===== config.mk =====
export PLATFORM = sky130hd
export DESIGN_NAME = pi_speed_loop_dual_motor
export DESIGN_NICKNAME = d
export VERILOG_FILES = /design/src/rtl/core/psl_pkg.sv /design/src/rtl/core/psl_pi_core.sv /design/src/rtl/core/psl_drive.sv /design/src/rtl/core/psl_cv.sv /design/src/rtl/core/pi_speed_loop_dual_motor.sv
export VERILOG_INCLUDE_DIRS = /design/src /design/src/rtl/core
export SDC_FILE = /design/constraint.sdc
export NUM_CORES = 2
export LEC_CHECK = 0
export BUFFER_PORTS_ARGS = -buffer_cell sky130_fd_sc_hd__buf_2
export CORE_MARGIN = 1
export CORE_UTILIZATION = 45
export DETAILED_ROUTE_END_ITERATION = 10
export GPL_TIMING_DRIVEN = 0
export PLACE_DENSITY = 0.64
export SLEW_MARGIN = 20
export SYNTH_ARGS = -nofsm -noshare
export SYNTH_HDL_FRONTEND = slang
export SYNTH_HIERARCHICAL = 1
export SYNTH_SLANG_ARGS = --single-unit

===== constraint.sdc =====
create_clock -name clk -period 12.61 [get_ports clk]
set_clock_uncertainty 0.2 [all_clocks]
set_input_delay 1.8915 -clock clk [delete_from_list [all_inputs] [get_ports clk]]
set_output_delay 1.8915 -clock clk [all_outputs]
set_load 0.05 [all_outputs]

===== src/rtl/core/pi_speed_loop_dual_motor_defines.svh =====
// assertion macros shared by the speed loop rtl
`ifndef PI_SPEED_LOOP_DUAL_MOTOR_DEFINES_SVH
`define PI_SPEED_LOOP_DUAL_MOTOR_DEFINES_SVH

// condition that holds at every edge out of reset
`define PSL_ASSERT_ALWAYS(label, expr, msg) \
  label: assert property (@(posedge clk) disable iff (rst) (expr)) else $error(msg);

// same-cycle implication
`define PSL_ASSERT_IMPL(label, ante, cons, msg) \
  label: assert property (@(posedge clk) disable iff (rst) (ante) |-> (cons)) else $error(msg);

// next-cycle implication
`define PSL_ASSERT_NEXT(label, ante, cons, msg) \
  label: assert property (@(posedge clk) disable iff (rst) (ante) |=> (cons)) else $error(msg);

`endif


===== src/rtl/core/psl_pkg.sv =====
// shared types, widths and constants of the dual motor speed loop
package psl_pkg;

  // field widths
  localparam int CNT_W      = 16;
  localparam int SET_W      = 12;
  localparam int STEER_W    = 11;
  localparam int GAIN_W     = 10;
  localparam int LIMIT_W    = 12;
  localparam int MARGIN_W   = 10;
  localparam int DZ_W       = 8;
  localparam int DRV_W      = 10;
  localparam int SPD_OUT_W  = 11;
  localparam int CV_W       = 16;
  localparam int CFG_DATA_W = 12;
  localparam int CFG_IDX_W  = 3;

  // internal widths, sized for the largest allowed speed clamp
  localparam int SUM_W     = 18;
  localparam int SPD_W     = 13;
  localparam int ERR_W     = 14;
  localparam int PPROD_W   = ERR_W + GAIN_W + 1;
  localparam int INTEG_W   = 24;
  localparam int CTRL_W    = 28;

  // scaling in thousandths
  localparam int MILLI       = 1000;
  localparam int PGAIN_SCALE = 10;
  localparam int INTEG_MAX   = 4095000;

  // drive magnitude: clamp then divide by 1000 through a reciprocal
  localparam int DRV_ABS_W   = 21;
  localparam int DRV_ABS_MAX = 1024000;
  localparam int DRV_RECIP   = 2147484;
  localparam int DRV_RECIP_W = 22;
  localparam int DRV_SHIFT   = 31;
  localparam int DRV_Q_W     = 11;

  // control value: clamp then divide by 1000 through a reciprocal
  localparam int CV_ABS_W   = 25;
  localparam int CV_ABS_MAX = 32768000;
  localparam int CV_RECIP   = 34359739;
  localparam int CV_RECIP_W = 26;
  localparam int CV_SHIFT   = 35;
  localparam int CV_Q_W     = 16;
  localparam int CV_POS_MAX = 32767;

  localparam int DEF_SPEED_CLAMP = 1000;

  // register reset values
  localparam logic [GAIN_W-1:0]   RST_PROP_GAIN  = 10'd190;
  localparam logic [GAIN_W-1:0]   RST_INTEG_GAIN = 10'd5;
  localparam logic [LIMIT_W-1:0]  RST_INTEG_LIM  = 12'd800;
  localparam logic [MARGIN_W-1:0] RST_MARGIN     = 10'd30;
  localparam logic [DZ_W-1:0]     RST_LEFT_DZ    = 8'd60;
  localparam logic [DZ_W-1:0]     RST_RIGHT_DZ   = 8'd30;
  localparam logic [DRV_W-1:0]    RST_MAX_FWD    = 10'd980;
  localparam logic [DRV_W-1:0]    RST_MAX_REV    = 10'd900;

  // register indexes
  typedef enum logic [CFG_IDX_W-1:0] {
    REG_PROP_GAIN  = 3'd0,
    REG_INTEG_GAIN = 3'd1,
    REG_INTEG_LIM  = 3'd2,
    REG_MARGIN     = 3'd3,
    REG_LEFT_DZ    = 3'd4,
    REG_RIGHT_DZ   = 3'd5,
    REG_MAX_FWD    = 3'd6,
    REG_MAX_REV    = 3'd7
  } cfg_reg_t;

  // configuration register set
  typedef struct packed {
    logic [GAIN_W-1:0]   prop_gain;
    logic [GAIN_W-1:0]   integ_gain;
    logic [LIMIT_W-1:0]  integ_limit;
    logic [MARGIN_W-1:0] overspeed_margin;
    logic [DZ_W-1:0]     left_deadzone;
    logic [DZ_W-1:0]     right_deadzone;
    logic [DRV_W-1:0]    max_forward;
    logic [DRV_W-1:0]    max_reverse;
  } psl_cfg_t;

  // per-stage load enables and the integral update strobe
  typedef struct packed {
    logic ld2;
    logic ld3;
    logic ld4;
    logic ld5;
    logic ld6;
    logic integ_upd;
  } psl_ctl_t;

endpackage


===== src/rtl/core/psl_pi_core.sv =====
// speed measurement, error, clamped integral and pi sum (stages 2 and 3)
`include "pi_speed_loop_dual_motor_defines.svh"

module psl_pi_core
  import psl_pkg::*;
#(
  parameter int SPEED_CLAMP = DEF_SPEED_CLAMP
) (
  input  logic                     clk,
  input  logic                     rst,
  input  psl_ctl_t                 ctl,
  input  psl_cfg_t                 cfg,
  input  logic signed [CNT_W-1:0]  left_count,
  input  logic signed [CNT_W-1:0]  right_count,
  input  logic signed [SET_W-1:0]  set_speed,
  output logic signed [CTRL_W-1:0] ctrl,
  output logic signed [SPD_W-1:0]  speed
);

  localparam logic signed [SUM_W-1:0]   CLAMP_HI = SUM_W'(SPEED_CLAMP);
  localparam logic signed [SUM_W-1:0]   CLAMP_LO = -CLAMP_HI;
  localparam logic signed [CTRL_W-1:0]  MILLI_S  = CTRL_W'(MILLI);
  localparam logic signed [CTRL_W-1:0]  PSCALE_S = CTRL_W'(PGAIN_SCALE);
  localparam logic signed [INTEG_W-1:0] INTEG_HI = INTEG_W'(INTEG_MAX);

  logic signed [SUM_W-1:0]   sum;
  logic signed [SPD_W-1:0]   speed_c;
  logic signed [ERR_W-1:0]   err;
  logic signed [INTEG_W-1:0] iprod;
  logic signed [INTEG_W:0]   isum;
  logic [INTEG_W-1:0]        lim_u;
  logic signed [INTEG_W:0]   lim_s;
  logic signed [INTEG_W-1:0] integral_next;
  logic signed [PPROD_W-1:0] pprod_c;
  logic                      over_c;

  logic signed [INTEG_W-1:0] integral;
  logic signed [SET_W-1:0]   set2;
  logic signed [SPD_W-1:0]   speed2;
  logic signed [PPROD_W-1:0] pprod2;
  logic                      over2;

  // negated count sum, clamped
  always_comb begin
    sum = -SUM_W'(left_count) - SUM_W'(right_count);
    if (sum > CLAMP_HI) begin
      speed_c = SPD_W'(CLAMP_HI);
    end else if (sum < CLAMP_LO) begin
      speed_c = SPD_W'(CLAMP_LO);
    end else begin
      speed_c = SPD_W'(sum);
    end
    err = ERR_W'(set_speed) - ERR_W'(speed_c);
  end

  // integral step and clamp against the limit in thousandths
  always_comb begin
    iprod = INTEG_W'(err) * INTEG_W'($signed({1'b0, cfg.integ_gain}));
    isum  = (INTEG_W+1)'(integral) + (INTEG_W+1)'(iprod);
    lim_u = INTEG_W'(cfg.integ_limit) * INTEG_W'(MILLI);
    lim_s = $signed({1'b0, lim_u});
    if (isum > lim_s) begin
      integral_next = INTEG_W'(lim_s);
    end else if (isum < -lim_s) begin
      integral_next = INTEG_W'(-lim_s);
    end else begin
      integral_next = INTEG_W'(isum);
    end
  end

  // proportional product and overspeed check
  always_comb begin
    pprod_c = PPROD_W'(err) * PPROD_W'($signed({1'b0, cfg.prop_gain}));
    over_c  = ERR_W'(speed_c) >
              (ERR_W'(set_speed) + ERR_W'($signed({1'b0, cfg.overspeed_margin})));
  end

  // integral state, moves once per transfer into stage 2
  always_ff @(posedge clk) begin
    if (rst) begin
      integral <= '0;
    end else if (ctl.integ_upd) begin
      integral <= integral_next;
    end
  end

  // stage 2 registers
  always_ff @(posedge clk) begin
    if (ctl.ld2) begin
      set2   <= set_speed;
      speed2 <= speed_c;
      pprod2 <= pprod_c;
      over2  <= over_c;
    end
  end

  // stage 3: pi sum in thousandths, zero on overspeed
  always_ff @(posedge clk) begin
    if (ctl.ld3) begin
      speed <= speed2;
      if (over2) begin
        ctrl <= '0;
      end else begin
        ctrl <= CTRL_W'(set2) * MILLI_S + CTRL_W'(pprod2) * PSCALE_S + CTRL_W'(integral);
      end
    end
  end

  `PSL_ASSERT_ALWAYS(a_integ_range, (integral <= INTEG_HI) && (integral >= -INTEG_HI), "integral out of range")
  `PSL_ASSERT_NEXT(a_integ_hold, !ctl.integ_upd, $stable(integral), "integral moved without a transfer")

endmodule


===== src/rtl/core/psl_drive.sv =====
// one wheel drive: steering offset, deadzone, saturation, magnitude and sign
module psl_drive
  import psl_pkg::*;
(
  input  logic                      clk,
  input  psl_ctl_t                  ctl,
  input  logic signed [CTRL_W-1:0]  ctrl,
  input  logic signed [STEER_W:0]   offset,
  input  logic [DZ_W-1:0]           deadzone,
  input  logic [DRV_W-1:0]          max_forward,
  input  logic [DRV_W-1:0]          max_reverse,
  output logic [DRV_W-1:0]          duty,
  output logic                      reverse
);

  localparam logic signed [CTRL_W-1:0] MILLI_S = CTRL_W'(MILLI);
  localparam int PROD_W = DRV_ABS_W + DRV_RECIP_W;

  logic signed [CTRL_W-1:0] v0;
  logic [CTRL_W-1:0]        av;
  logic [PROD_W-1:0]        prod;
  logic [DRV_Q_W-1:0]       qd;
  logic [DRV_W-1:0]         duty_next;
  logic                     reverse_next;

  logic [DRV_ABS_W-1:0]     abs4;
  logic                     neg4;
  logic                     nz4;
  logic [DRV_Q_W-1:0]       q5;
  logic                     neg5;
  logic                     nz5;

  // drive in thousandths and its magnitude
  always_comb begin
    v0 = ctrl + CTRL_W'(offset) * MILLI_S;
    av = (v0 < 0) ? -v0 : v0;
  end

  // stage 4: sign, nonzero flag, magnitude clamped past every limit
  always_ff @(posedge clk) begin
    if (ctl.ld4) begin
      neg4 <= v0 < 0;
      nz4  <= v0 != 0;
      abs4 <= (av >= CTRL_W'(DRV_ABS_MAX)) ? DRV_ABS_W'(DRV_ABS_MAX)
                                           : av[DRV_ABS_W-1:0];
    end
  end

  // stage 5: whole units by reciprocal multiply
  assign prod = PROD_W'(abs4) * PROD_W'(DRV_RECIP);

  always_ff @(posedge clk) begin
    if (ctl.ld5) begin
      q5   <= prod[DRV_SHIFT +: DRV_Q_W];
      neg5 <= neg4;
      nz5  <= nz4;
    end
  end

  // deadzone added when nonzero, then reverse or forward limit by sign
  always_comb begin
    qd = q5 + (nz5 ? DRV_Q_W'(deadzone) : DRV_Q_W'(0));
    if (neg5) begin
      if (qd >= DRV_Q_W'(max_reverse)) begin
        duty_next    = max_reverse;
        reverse_next = max_reverse != '0;
      end else begin
        duty_next    = qd[DRV_W-1:0];
        reverse_next = 1'b1;
      end
    end else begin
      reverse_next = 1'b0;
      if (qd >= DRV_Q_W'(max_forward)) begin
        duty_next = max_forward;
      end else begin
        duty_next = qd[DRV_W-1:0];
      end
    end
  end

  // stage 6: result register
  always_ff @(posedge clk) begin
    if (ctl.ld6) begin
      duty    <= duty_next;
      reverse <= reverse_next;
    end
  end

endmodule


===== src/rtl/core/psl_cv.sv =====
// control value: pi sum in whole units, truncated toward zero and saturated
module psl_cv
  import psl_pkg::*;
(
  input  logic                     clk,
  input  psl_ctl_t                 ctl,
  input  logic signed [CTRL_W-1:0] ctrl,
  output logic signed [CV_W-1:0]   control_value
);

  localparam int PROD_W = CV_ABS_W + CV_RECIP_W;

  logic [CTRL_W-1:0]     av;
  logic [PROD_W-1:0]     prod;
  logic [CV_W-1:0]       cv_next;

  logic [CV_ABS_W-1:0]   abs4;
  logic                  neg4;
  logic [CV_Q_W-1:0]     q5;
  logic                  neg5;

  assign av = (ctrl < 0) ? -ctrl : ctrl;

  // stage 4: sign and clamped magnitude
  always_ff @(posedge clk) begin
    if (ctl.ld4) begin
      neg4 <= ctrl < 0;
      abs4 <= (av >= CTRL_W'(CV_ABS_MAX)) ? CV_ABS_W'(CV_ABS_MAX) : av[CV_ABS_W-1:0];
    end
  end

  // stage 5: divide by 1000 through reciprocal multiply
  assign prod = PROD_W'(abs4) * PROD_W'(CV_RECIP);

  always_ff @(posedge clk) begin
    if (ctl.ld5) begin
      q5   <= prod[CV_SHIFT +: CV_Q_W];
      neg5 <= neg4;
    end
  end

  // restore sign, saturate the positive side
  always_comb begin
    if (neg5) begin
      cv_next = CV_W'(0) - CV_W'(q5);
    end else if (q5 > CV_Q_W'(CV_POS_MAX)) begin
      cv_next = CV_W'(CV_POS_MAX);
    end else begin
      cv_next = CV_W'(q5);
    end
  end

  // stage 6: result register
  always_ff @(posedge clk) begin
    if (ctl.ld6) begin
      control_value <= $signed(cv_next);
    end
  end

endmodule


===== src/rtl/core/pi_speed_loop_dual_motor.sv =====
// Dual motor PI speed loop, top level.
//
// Input channel (in_valid / in_stall) carries one control tick: two encoder
// counts, a set speed and a steering difference. Output channel
// (out_valid / out_stall) returns one result per tick: both wheel duties with
// reverse flags, the measured speed and the control value.
// Configuration is a plain write port (cfg_write, cfg_index, cfg_data),
// taken on any edge out of reset with cfg_write high.
//
// Throughput is one tick per cycle unless the receiver stalls. A result passes
// from its input transfer through the input register, error and integral
// stage, pi sum, magnitude clamp, reciprocal divide by 1000 and result
// register. The integral is updated as its tick enters stage 2, so the next
// tick may follow directly.
//
// Reset clears the integral, loads the default gains and limits and empties
// the pipeline. When the receiver stalls, the result register holds and
// stages behind it keep filling their empty slots; in_stall rises only once
// every stage holds a tick.
`include "pi_speed_loop_dual_motor_defines.svh"

module pi_speed_loop_dual_motor
  import psl_pkg::*;
#(
  parameter int SPEED_CLAMP = DEF_SPEED_CLAMP
) (
  input  logic                        clk,
  input  logic                        rst,
  input  logic                        cfg_write,
  input  logic [CFG_IDX_W-1:0]        cfg_index,
  input  logic [CFG_DATA_W-1:0]       cfg_data,
  input  logic                        in_valid,
  output logic                        in_stall,
  input  logic signed [CNT_W-1:0]     left_count,
  input  logic signed [CNT_W-1:0]     right_count,
  input  logic signed [SET_W-1:0]     set_speed,
  input  logic signed [STEER_W-1:0]   steer_diff,
  output logic                        out_valid,
  input  logic                        out_stall,
  output logic [DRV_W-1:0]            left_duty,
  output logic                        left_reverse,
  output logic [DRV_W-1:0]            right_duty,
  output logic                        right_reverse,
  output logic signed [SPD_OUT_W-1:0] measured_speed,
  output logic signed [CV_W-1:0]      control_value
);

  psl_cfg_t cfg;
  psl_ctl_t ctl;

  logic v1, v2, v3, v4, v5;
  logic rdy1, rdy2, rdy3, rdy4, rdy5, rdy6;

  logic signed [CNT_W-1:0]   lc1;
  logic signed [CNT_W-1:0]   rc1;
  logic signed [SET_W-1:0]   set1;
  logic signed [STEER_W-1:0] steer1;
  logic signed [STEER_W-1:0] steer2;
  logic signed [STEER_W-1:0] steer3;
  logic signed [SPD_W-1:0]   speed3;
  logic signed [SPD_W-1:0]   speed4;
  logic signed [SPD_W-1:0]   speed5;
  logic signed [CTRL_W-1:0]  ctrl3;
  logic signed [STEER_W:0]   off_left;
  logic signed [STEER_W:0]   off_right;

  // configuration registers
  always_ff @(posedge clk) begin
    if (rst) begin
      cfg.prop_gain        <= RST_PROP_GAIN;
      cfg.integ_gain       <= RST_INTEG_GAIN;
      cfg.integ_limit      <= RST_INTEG_LIM;
      cfg.overspeed_margin <= RST_MARGIN;
      cfg.left_deadzone    <= RST_LEFT_DZ;
      cfg.right_deadzone   <= RST_RIGHT_DZ;
      cfg.max_forward      <= RST_MAX_FWD;
      cfg.max_reverse      <= RST_MAX_REV;
    end else if (cfg_write) begin
      case (cfg_index)
        REG_PROP_GAIN:  cfg.prop_gain        <= cfg_data[GAIN_W-1:0];
        REG_INTEG_GAIN: cfg.integ_gain       <= cfg_data[GAIN_W-1:0];
        REG_INTEG_LIM:  cfg.integ_limit      <= cfg_data[LIMIT_W-1:0];
        REG_MARGIN:     cfg.overspeed_margin <= cfg_data[MARGIN_W-1:0];
        REG_LEFT_DZ:    cfg.left_deadzone    <= cfg_data[DZ_W-1:0];
        REG_RIGHT_DZ:   cfg.right_deadzone   <= cfg_data[DZ_W-1:0];
        REG_MAX_FWD:    cfg.max_forward      <= cfg_data[DRV_W-1:0];
        REG_MAX_REV:    cfg.max_reverse      <= cfg_data[DRV_W-1:0];
        default: begin
        end
      endcase
    end
  end

  // a stage takes a new tick when empty or when it passes its own on
  always_comb begin
    rdy6 = !out_valid || !out_stall;
    rdy5 = !v5 || rdy6;
    rdy4 = !v4 || rdy5;
    rdy3 = !v3 || rdy4;
    rdy2 = !v2 || rdy3;
    rdy1 = !v1 || rdy2;
    in_stall      = !rdy1;
    ctl.ld2       = rdy2;
    ctl.ld3       = rdy3;
    ctl.ld4       = rdy4;
    ctl.ld5       = rdy5;
    ctl.ld6       = rdy6;
    ctl.integ_upd = v1 && rdy2;
  end

  // stage valid flags
  always_ff @(posedge clk) begin
    if (rst) begin
      v1        <= 1'b0;
      v2        <= 1'b0;
      v3        <= 1'b0;
      v4        <= 1'b0;
      v5        <= 1'b0;
      out_valid <= 1'b0;
    end else begin
      if (rdy1) v1 <= in_valid;
      if (rdy2) v2 <= v1;
      if (rdy3) v3 <= v2;
      if (rdy4) v4 <= v3;
      if (rdy5) v5 <= v4;
      if (rdy6) out_valid <= v5;
    end
  end

  // input register
  always_ff @(posedge clk) begin
    if (rdy1) begin
      lc1    <= left_count;
      rc1    <= right_count;
      set1   <= set_speed;
      steer1 <= steer_diff;
    end
  end

  // steering and measured speed ride alongside the pi path
  always_ff @(posedge clk) begin
    if (rdy2) steer2 <= steer1;
    if (rdy3) steer3 <= steer2;
    if (rdy4) speed4 <= speed3;
    if (rdy5) speed5 <= speed4;
    if (rdy6) measured_speed <= speed5[SPD_OUT_W-1:0];
  end

  psl_pi_core #(
    .SPEED_CLAMP (SPEED_CLAMP)
  ) u_pi_core (
    .clk         (clk),
    .rst         (rst),
    .ctl         (ctl),
    .cfg         (cfg),
    .left_count  (lc1),
    .right_count (rc1),
    .set_speed   (set1),
    .ctrl        (ctrl3),
    .speed       (speed3)
  );

  // steering added left, subtracted right
  assign off_left  = (STEER_W+1)'(steer3);
  assign off_right = -((STEER_W+1)'(steer3));

  psl_drive u_drive_left (
    .clk         (clk),
    .ctl         (ctl),
    .ctrl        (ctrl3),
    .offset      (off_left),
    .deadzone    (cfg.left_deadzone),
    .max_forward (cfg.max_forward),
    .max_reverse (cfg.max_reverse),
    .duty        (left_duty),
    .reverse     (left_reverse)
  );

  psl_drive u_drive_right (
    .clk         (clk),
    .ctl         (ctl),
    .ctrl        (ctrl3),
    .offset      (off_right),
    .deadzone    (cfg.right_deadzone),
    .max_forward (cfg.max_forward),
    .max_reverse (cfg.max_reverse),
    .duty        (right_duty),
    .reverse     (right_reverse)
  );

  psl_cv u_cv (
    .clk           (clk),
    .ctl           (ctl),
    .ctrl          (ctrl3),
    .control_value (control_value)
  );

  `PSL_ASSERT_IMPL(a_stall_full, in_stall, v1 && v2 && v3 && v4 && v5 && out_valid && out_stall, "input stalled with a free stage")
  `PSL_ASSERT_NEXT(a_accept_lands, in_valid && !in_stall, v1, "accepted tick lost at input register")

endmodule

==> results.tsv <==
metric	value	unit
crit-path max cell delay	580	ps
WL/cell	18.9	um
Crit Path Class	reg -> reg	
TritonCTS clock tree	done	
fmax	0.0771	GHz
Final period util	103	%
crit end category	register	
vias per cell	5.42	
later-pin clock latency in the skew report	720	ps
first-pass GRT wire length	303000	um
Hold Fails Final Rpt	0	
Initial Utilization	45.4	%
crit start category	register	
fin. max-slew vios	0	
Post-Syn Area	72900	sq um
HP Class	reg -> reg	
status	complete, but fails checks	
Max Cap Viol	0	
layout cells sized above 1	8.34	%
yosys warns	6	
Critical Path AT	13370	ps
HP Start	u_drive_right/nz4	
final setup vio count	24	
Setup TNS	-5750	ps
largest net degree at the start of global routing	62	
# IOs	126	
antenna violations before repair	9	
Die Span Y	404	um
final-stage net count	10100	
DPL Wire Length	158000	um
core outline area	161000	sq um
worst r2r src	lc1[1]	
crit path max fanout	11	
port bufs	116	
minimum clock period	12970	ps
global route overflow	0	
Avg Cell Area, Syn	9.45	sq um
fin util	50.2	%
Slew Limit Headroom	22.6	%
die area	164000	sq um
GPL Wtd Cong	0.923	
gr usage total	23.5	%
total number of vias	55200	
vias in the first global route	55700	
Clock Sinks	459	
syn_nets	9851	
Area growth syn-to-layout	10.6	%
Starting DRT DRC Count	3271	
Die X	404	um
DP Worst Slack	-2670	ps
RSZ-0062 raised after global routing	yes	
CTS root buf	clkbuf_16	
Std-Cell Rows	147	
fin worst setup slack	-364	ps
most frequent CP cell	buf_4	
failing checks	negative setup slack	
Critical Path RT	13010	ps
Worst Tran Pin Value	1160	ps
drt first pass iters	5	
drt drc	0	
H-tree Lvls	2	
Routed WL	193000	um
clock buffer depth	3	
clock transition at the registers of the reported paths	60	ps
critical path's slowest cell	fa_1	
hold-fix buffers at CTS	0	
crit path launch	lc1[1]	
Post-Syn Instances	7712	
post-route ant nets	0	
CTS Buf Count	57	
## worst paths after layout
check / endpoint / slack, ps / cells past startpoint
hold reg to reg: u_drive_right/nz5 / 190 / 0
setup / recovery: u_pi_core/integral[14] / -360 / 64
hold / removal: u_drive_right/nz5 / 190 / 0
setup reg to reg: u_pi_core/integral[14] / -360 / 64
## cell type report
class	instances	area (sq um)
fill	14800	80000
clock buffer	60	1440
tap	2160	2700
inverter	1618	6080
sequential	459	12700
timing repair buffer	216	1510
multi-input combinational	5454	54700
buffer	177	915
clock inverter	48	549
antenna	2	5.00
## layout by cell type (no fill, tap or decap), types with 35 or more instances in the layout
cell,count
a211oi_1,44
a21o_1,154
a21oi_1,282
a31oi_1,35
and2_1,159
buf_2,142
buf_4,88
clkbuf_1,114
clkbuf_16,58
dfxtp_1,108
edfxtp_1,351
fa_1,838
ha_1,1190
inv_1,1605
mux2i_1,94
nand2_1,450
nand2b_1,60
nand3_1,118
nand3b_1,48
nand4_1,51
nor2_1,375
nor2b_1,67
nor3_1,131
nor4_1,43
o21a_1,61
o21ai_0,163
or3_1,37
xnor2_1,228
xor2_1,108
## what timing repair did
action	4_1_cts	5_1_grt
pin swaps	96	79
buffers inserted	61	27
resized for setup	201	121
endpoints found under the setup margin	24	24
gates cloned	3	1
## registers in the layout (all words and copies together), names as in the netlist, 21 cells and up
signal and flops:
cfg 78, u_pi_core/ctrl 28, u_cv/abs4 25, u_pi_core/pprod2 25
u_pi_core/integral 24, u_drive_left/abs4 21, u_drive_right/abs4 21
## metal layers
layer | share of wire [%] | up-vias | GRT usage [%]
li1 | - | 26300 | -
met1 | 44 | 27300 | 31.3
met2 | 48 | 1347 | 40.0
met3 | 5.0 | 289 | 2.93
met4 | 3.1 | 8 | 6.87
met5 | 0.020 | - | 0
## per-stage QoR
step	hold WS, ps	instances	area (sq um)
global placement	203	9988	76100
finish	191	10200	80600
detailed placement	205	9996	76300
global route	222	10200	80500
CTS	191	10200	79700
floorplan	200	7712	72900
## worst max-delay path, delay by kind of cell (launching register included)
kind | cells | cell delay, ps
AOI/OAI and AO/OA | 17 | 2810
xor gates and xnor gates | 2 | 440
adders and majority gates | 13 | 4690
buffers and inverters | 14 | 1630
DFF | 1 | 420
and+or+nand+nor | 18 | 2600
Power is not shown: default switching activity piles up to over one toggle a cycle in this logic, so the estimate is an artifact.
